[config.mk]
export PLATFORM = sky130hd
export DESIGN_NAME = wcr_div_stage
export DESIGN_NICKNAME = d
export VERILOG_FILES = /design/src/sv/wcr_div_stage.sv
export SDC_FILE = /design/constraint.sdc
export NUM_CORES = 1
export LEC_CHECK = 0
export BUFFER_PORTS_ARGS = -buffer_cell sky130_fd_sc_hd__buf_2
export CORE_ASPECT_RATIO = 0.6
export CORE_MARGIN = 4
export CORE_UTILIZATION = 35
export DETAILED_ROUTE_END_ITERATION = 10
export PLACE_DENSITY = 0.64
export SLEW_MARGIN = 15
export SYNTH_ARGS = -nofsm -noshare
export SYNTH_HDL_FRONTEND = slang
export SYNTH_SLANG_ARGS = --single-unit
[constraint.sdc]
create_clock -name i_clk -period 3.8 [get_ports i_clk]
set_input_delay 0.19 -clock i_clk [delete_from_list [all_inputs] [get_ports i_clk]]
set_output_delay 0.19 -clock i_clk [all_outputs]
set_load 0.01 [all_outputs]
[src/sv/wcr_div_stage.sv]
// wcr_div_stage: one restoring division step, decides one quotient bit
module wcr_div_stage #(
    parameter int NW    = 28,
    parameter int DW    = 18,
    parameter int QB    = 15,
    parameter int SHIFT = 0,
    parameter int SW    = 32
) (
    input  logic            i_clk,
    input  logic            i_rst_n,
    input  logic            i_valid,
    input  logic [NW-1:0]   i_rem,
    input  logic [DW-1:0]   i_div,
    input  logic [QB-1:0]   i_quot,
    input  logic [SW-1:0]   i_side,
    output logic            o_valid,
    output logic [NW-1:0]   o_rem,
    output logic [DW-1:0]   o_div,
    output logic [QB-1:0]   o_quot,
    output logic [SW-1:0]   o_side
);

    localparam int WW = DW + QB + NW;

    logic            r_valid;
    logic [NW-1:0]   r_rem;
    logic [DW-1:0]   r_div;
    logic [QB-1:0]   r_quot;
    logic [SW-1:0]   r_side;
    logic [WW-1:0]   w_sub;
    logic            w_take;

    assign w_sub  = WW'(i_div) << SHIFT;
    assign w_take = WW'(i_rem) >= w_sub;

    always_ff @(posedge i_clk) begin
        if (!i_rst_n) begin
            r_valid <= 1'b0;
        end else begin
            r_valid <= i_valid;
        end
    end

    always_ff @(posedge i_clk) begin
        r_rem  <= w_take ? NW'(WW'(i_rem) - w_sub) : i_rem;
        r_quot <= i_quot | (w_take ? (QB'(1) << SHIFT) : QB'(0));
        r_div  <= i_div;
        r_side <= i_side;
    end

    assign o_valid = r_valid;
    assign o_rem   = r_rem;
    assign o_div   = r_div;
    assign o_quot  = r_quot;
    assign o_side  = r_side;

endmodule
==> flow_metrics.env, run 1 <==
export IMPL_switching_power_w=0.000672
export IMPL_worst_path_buf_inv=3
export IMPL_synth_nets=447
export IMPL_p_int_w=0.00176
export IMPL_fp_dieH_um=84.5
export IMPL_synthCells=332
export IMPL_grt_overflow=0
export IMPL_wl_per_cell_um=14.4
export IMPL_cts_htree_levels=3
export IMPL_first_pass_iters=4
export IMPL_globalplace_congestion=0.856
export IMPL_swShare_pct=27.6
export IMPL_max_freq_mhz=307
export IMPL_relSlewSlack_pct=46.9
export IMPL_cp_data_required_time_ns=4.02
export IMPL_antenna_found_initial=1
export IMPL_yosys_warnings=0
export IMPL_cp_max_fo=5
export IMPL_cts_tree="done"
export IMPL_cp_slowest_cell="a2111oi_0"
export IMPL_grt_pass1_wl_um=16100
export IMPL_fin_tns_setup_ns=0
export IMPL_fin_crit_sh_pct=85.6
export IMPL_synth_flop_cell="dfxtp_1"
export IMPL_rows=27
export IMPL_initial_core_util_pct=36.6
export IMPL_yosys_area_top_type_share_pct=55.2
export IMPL_area_growth_pct=57.5
export IMPL_die_w_um=135
export IMPL_synthDistinctLibCells=41
export IMPL_synth_area_per_cell_sq_um=10.3
export IMPL_leakagePower_nw=2.62
export IMPL_drv_slew=0
export IMPL_worstSetupPathType="primary input to flop"
export IMPL_crit_chain="dlygate4sd3_1 > buf_2 > inv_1 > ha_1 > nand3_1 > o21bai_1 > a2111oi_0 > o31ai_1 > nor4_1 > nor3_1 > xor2_1"
export IMPL_fin_util_pct=57.6
export IMPL_synth_edf_count=0
export IMPL_ios=190
export IMPL_powerDensity_mw_per_mm2=453
export IMPL_irDropWorstVdd_mv=0.238
export IMPL_synth_ff_latch_count=94
export IMPL_dp_hpwl_um=7480
export IMPL_path_delay_family="compound AO/OA/AOI/OAI gates"
export IMPL_hold_viol_final=0
export IMPL_grt_use_total_pct=18.0
export IMPL_clk_pin_slew_ns=0.07
export IMPL_syn_cell_area_sq_mm=0.00341
export IMPL_fillCellCount=819
export IMPL_drtIter0Drc=135
export IMPL_crit_arrival_ns=3.47
export IMPL_start_kind="primary input"
export IMPL_grt_max_degree=27
export IMPL_hp_class="primary input to flop"
export IMPL_cp_slowest_stage_delay_ns=0.74
export IMPL_setup_viol=0
export IMPL_cts_buffers=9
export IMPL_p_seq_share_pct=45.0
export IMPL_synth_area_leader_cell="dfxtp_1"
export IMPL_power_frac_comb_pct=19.2
export IMPL_dieArea_sq_mm=0.0114
export IMPL_clkSinkCount=94
export IMPL_multi_input_comb_area_sq_mm=0.00137
export IMPL_regArea_sq_mm=0.00188
export IMPL_cts_root_buf="clkbuf_16"
export IMPL_min_period_ns=3.25
export IMPL_synthTopCellsByArea="dfxtp_1, ha_1, a21oi_1, xor2_1, nor2_1"
export IMPL_synthArstFlopShare_pct=0
export IMPL_layout_drive_gt1_share_pct=36.2
export IMPL_drc_errors=0
export IMPL_worst_pin_slew_ns=0.777
export IMPL_nets=701
export IMPL_core_area_sq_mm=0.00932
export IMPL_status="complete, no violations"
export IMPL_antenna_left=0
export IMPL_grt_pass1_vias=3190
export IMPL_drt_wl_total_um=10400
export IMPL_seq_area_frac_synth_pct=55.2
export IMPL_power_share_clock_pct=35.8
export IMPL_cts_buffer_depth=2
export IMPL_vias=3230
export IMPL_crit_path_end_kind="flop"
export IMPL_cap_violations=0
export IMPL_rsz0062_at_grt="no"
export IMPL_port_buffers=189
export IMPL_viasPerCell=4.47
==> cells in the final DEF (no fill, tap or decap), types with 2 or more instances in the layout <==
master	n
buf_2	189
a21oi_1	29
a22o_1	2
dfxtp_1	94
nand3b_1	2
o2111ai_1	2
inv_1	23
o21ai_0	14
a21oi_2	2
nand3_1	6
and2_1	2
nor3_1	7
a21o_1	6
nand2b_1	6
nor4_1	5
inv_8	3
xor2_1	15
clkinv_4	2
a31oi_1	3
nor2_1	24
or4_1	2
clkinvlp_4	2
ha_1	18
xnor2_1	10
a2111oi_0	2
or3_1	8
nor2b_1	4
clkbuf_16	9
dlygate4sd3_1	63
nand2_1	20
nor2_2	3
nand4_1	3
==> what timing repair did <==
| item | CTS | global route |
|---|---|---|
| hold buffers | 63 | 0 |
| setup buffers | 0 | 0 |
| endpoints found under the hold margin | 63 | 0 |
| resized for setup | 0 | 0 |
==> power by group through the flow <==
| stage | clock network [W] | registers (W) | logic (W) |
|---|---|---|---|
| floorplan | 0 | 0.00117 | 0.000174 |
| global placement | 0 | 0.00112 | 0.000411 |
| detailed placement | 0 | 0.00112 | 0.000414 |
| CTS | 0.000894 | 0.00109 | 0.000467 |
| global route | 0.000937 | 0.00110 | 0.000516 |
| finish | 0.000871 | 0.00109 | 0.000467 |
==> area by class of cell <==
type | count | share of cell area, %
flip-flops and latches | 94 | 35.0
well taps | 130 | 3.03
repair buffers | 252 | 29.3
multi-input cells | 206 | 25.5
clock inverters | 7 | 1.23
inverters | 23 | 1.61
diodes | 1 | 0.0466
clock buffers | 9 | 4.19
==> cell usage after synthesis (all sizes together) (7+ instances only) <==
cell type	number
nand2	20
xor2	15
nor3	7
o21ai	14
a21oi	31
or3	9
xnor2	10
ha	18
dfxtp	94
inv	23
nor2	27
==> metrics by stage <==
stage	total power, W	std cells	hold WS, ns	area [sq um]	worst slack [ns]
4_1_cts	0.00245	721	0.0109	5370	0.651
3_5_place_dp	0.00153	642	0.294	4450	0.840
6_report	0.00243	722	0.0154	5370	0.547
3_3_place_gp	0.00153	642	0.293	4450	0.903
5_1_grt	0.00255	722	0.0191	5370	0.390
2_1_floorplan	0.00134	332	0.218	3410	1.57
==> path summary, 6_finish.rpt <==
kind | start | to | slack (ns) | depth (start not counted)
max | i_div[3] | o_rem[21]$_DFF_P_ | 0.55 | 11
min | i_div[1] | o_div[1]$_DFF_P_ | 0.02 | 1
==> registers in the layout (all words and copies together) (netlist names) <==
signal / count
o_rem: 28
o_side: 32
o_quot: 15
o_div: 18
o_valid: 1
==> routing by layer <==
metal	global-route usage (%)	wire length, um
met2	29.2	4950
met3	6.17	834
met1	22.5	4480
met5	0	0
met4	5.76	135
==> cell families (layout without fill, tap and decap cells) <==
kind of cell    after synthesis  after routing  share of synthesized area [%]
simple gates                 95             95                           14.5
fa+ha+maj                    19             19                           7.19
xor+xnor                     25             25                           6.42
compound gates               67             67                           12.1
other cells                   0              1                              0
flops                        94             94                           55.2
buf+inv                      32            291                           4.62
No activity file was read; power rests on OpenSTA's default activity.
==> run 2: changes to the inputs <==
Settings changed: CORE_UTILIZATION 35 to 44, PLACE_DENSITY 0.64 to 0.78.
Clock period 3.8 ns to 3.7 ns, I/O delays scaled along.
==> run 2 against run 1 <==
Highest routed layer unchanged. Flip-flop and latch count is the same. Global-route usage is 5.9 points higher. Via count increased by 4.2%. Combinational power is 5.4% higher. Cell count down 3.6%. Clock-buffer cell count is the same. Wire length increased by 7.0%. Final area did not move. Largest cell class unchanged. Clock power increased by 11%. Largest power group unchanged.
==> flow_metrics.env, run 2 (same netlist as run 1, synthesis figures left out) <==
export IMPL_ctsResizeCount=0
export IMPL_cp_max_fo=20
export IMPL_cp_data_required_time_ns=3.98
export IMPL_clk_pin_slew_ns=0.07
export IMPL_hold_viol_final=0
export IMPL_drtIter0Drc=295
export IMPL_grt_pass1_vias=3346
export IMPL_viasPerCell=4.84
export IMPL_start_kind="primary input"
export IMPL_leakagePower_nw=2.63
export IMPL_final_area_sq_mm=0.00537
export IMPL_setup_viol=0
export IMPL_antenna_found_initial=0
export IMPL_crit_path_end_kind="flop"
export IMPL_fin_crit_sh_pct=81.2
export IMPL_grt_overflow=0
export IMPL_rows=24
export IMPL_largest_reg_flops=32
export IMPL_final_cell_mix="buf_2, dfxtp_1, dlygate4sd3_1"
export IMPL_powerDensity_mw_per_mm2=480
export IMPL_port_buffers=189
export IMPL_cap_violations=0
export IMPL_grt_use_total_pct=23.8
export IMPL_vias=3366
export IMPL_regArea_sq_mm=0.00188
export IMPL_min_period_ns=3.01
export IMPL_drt_wl_total_um=11100
export IMPL_multi_input_comb_area_sq_mm=0.00137
export IMPL_fillCellCount=547
export IMPL_startpoint="i_div[0]"
export IMPL_cts_buffer_depth=2
export IMPL_grt_pass1_wl_um=17400
export IMPL_ios=190
export IMPL_drv_slew=0
export IMPL_fp_dieH_um=76.2
export IMPL_cts_buffers=9
export IMPL_layout_commonest_cell="buf_2"
export IMPL_dp_hpwl_um=7570
export IMPL_layout_drive_gt1_share_pct=36.1
export IMPL_antenna_left=0
export IMPL_cts_tree="done"
export IMPL_status="complete, no violations"
export IMPL_cts_htree_levels=3
export IMPL_globalplace_congestion=0.920
export IMPL_wl_per_cell_um=16.0
export IMPL_initial_core_util_pct=46.2
export IMPL_worst_pin_slew_ns=0.732
export IMPL_grt_max_degree=27
export IMPL_clkSinkCount=94
export IMPL_relSlewSlack_pct=50.8
export IMPL_drc_errors=0
export IMPL_max_freq_mhz=333
export IMPL_rsz0062_at_grt="no"
export IMPL_hold_path_startpoint="i_quot[0]"
export IMPL_hp_class="primary input to flop"
export IMPL_crit_arrival_ns=3.29
export IMPL_crit_path_end="o_rem[22]$_DFF_P_"
export IMPL_place_area_sq_mm=0.00442
export IMPL_irDropWorstVdd_mv=0.291
export IMPL_worstSetupPathType="primary input to flop"
export IMPL_first_pass_iters=5
export IMPL_dieArea_sq_mm=0.00927
export IMPL_area_growth_pct=57.5
export IMPL_cts_root_buf="clkbuf_16"
export IMPL_nets=702
export IMPL_core_area_sq_mm=0.00739
export IMPL_antenna_cells=0
export IMPL_die_w_um=122
export IMPL_fin_tns_setup_ns=0
-- run 2: layer usage --
layer	GRT usage, %	wire (um)	vias up
li1	-	-	1636
met4	8.61	248	0
met2	39.6	5160	172
met1	28.3	4510	1537
met3	8.68	1200	21
met5	0	0	-
-- run 2: area by class of cell --
cell class	count	share of cell area, %
clock buffer	9	4.19
clock inverter	7	1.70
inverter	23	1.61
multi-input combinational	206	25.5
sequential	94	35.0
tap	104	2.42
timing repair buffer	253	29.5
-- run 2: repair_timing --
action	4_1_cts	5_1_grt
endpoints found under the hold margin	64	0
buffers inserted	0	0
hold buffers	64	0
-- run 2: worst min-delay path by stage --
stage / endpoint / cells past startpoint
global placement: o_side[22]$_DFF_P_ / 1
CTS: o_quot[0]$_DFF_P_ / 2
global route: o_valid$_SDFF_PN0_ / 2
detailed placement: o_quot[12]$_DFF_P_ / 1
finish: o_quot[0]$_DFF_P_ / 2
floorplan: o_div[0]$_DFF_P_ / 0
-- run 2: worst max-delay path: stages --
cell	delay, ns
dlygate4sd3_1	0.55
buf_2	0.14
ha_1	0.22
fa_1	0.40
nand2b_1	0.18
a21oi_1	0.20
o21ai_0	0.21
nand4_1	0.17
nand2_1	0.42
nor4_1	0.45
xor2_1	0.17
-- run 2: through the flow --
stage	setup WS, ns	hold slack, ns	cells	total power [W]	util (%)
floorplan	1.48	0.213	332	0.00138	-
detailed placement	0.906	0.289	616	0.00157	59.8
finish	0.694	0.0248	696	0.00258	72.7
global placement	0.968	0.287	616	0.00157	59.8
CTS	0.737	0.0170	696	0.00259	72.7
global route	0.424	0.0271	696	0.00270	72.7
-- run 2: report_power, final --
group	internal (W)	leakage (nW)	switching (W)
logic	0.000234	1.69	0.000257
clock network	0.000540	0.151	0.000424
registers	0.00110	0.793	0.0000217
total	0.00188	2.63	0.000703
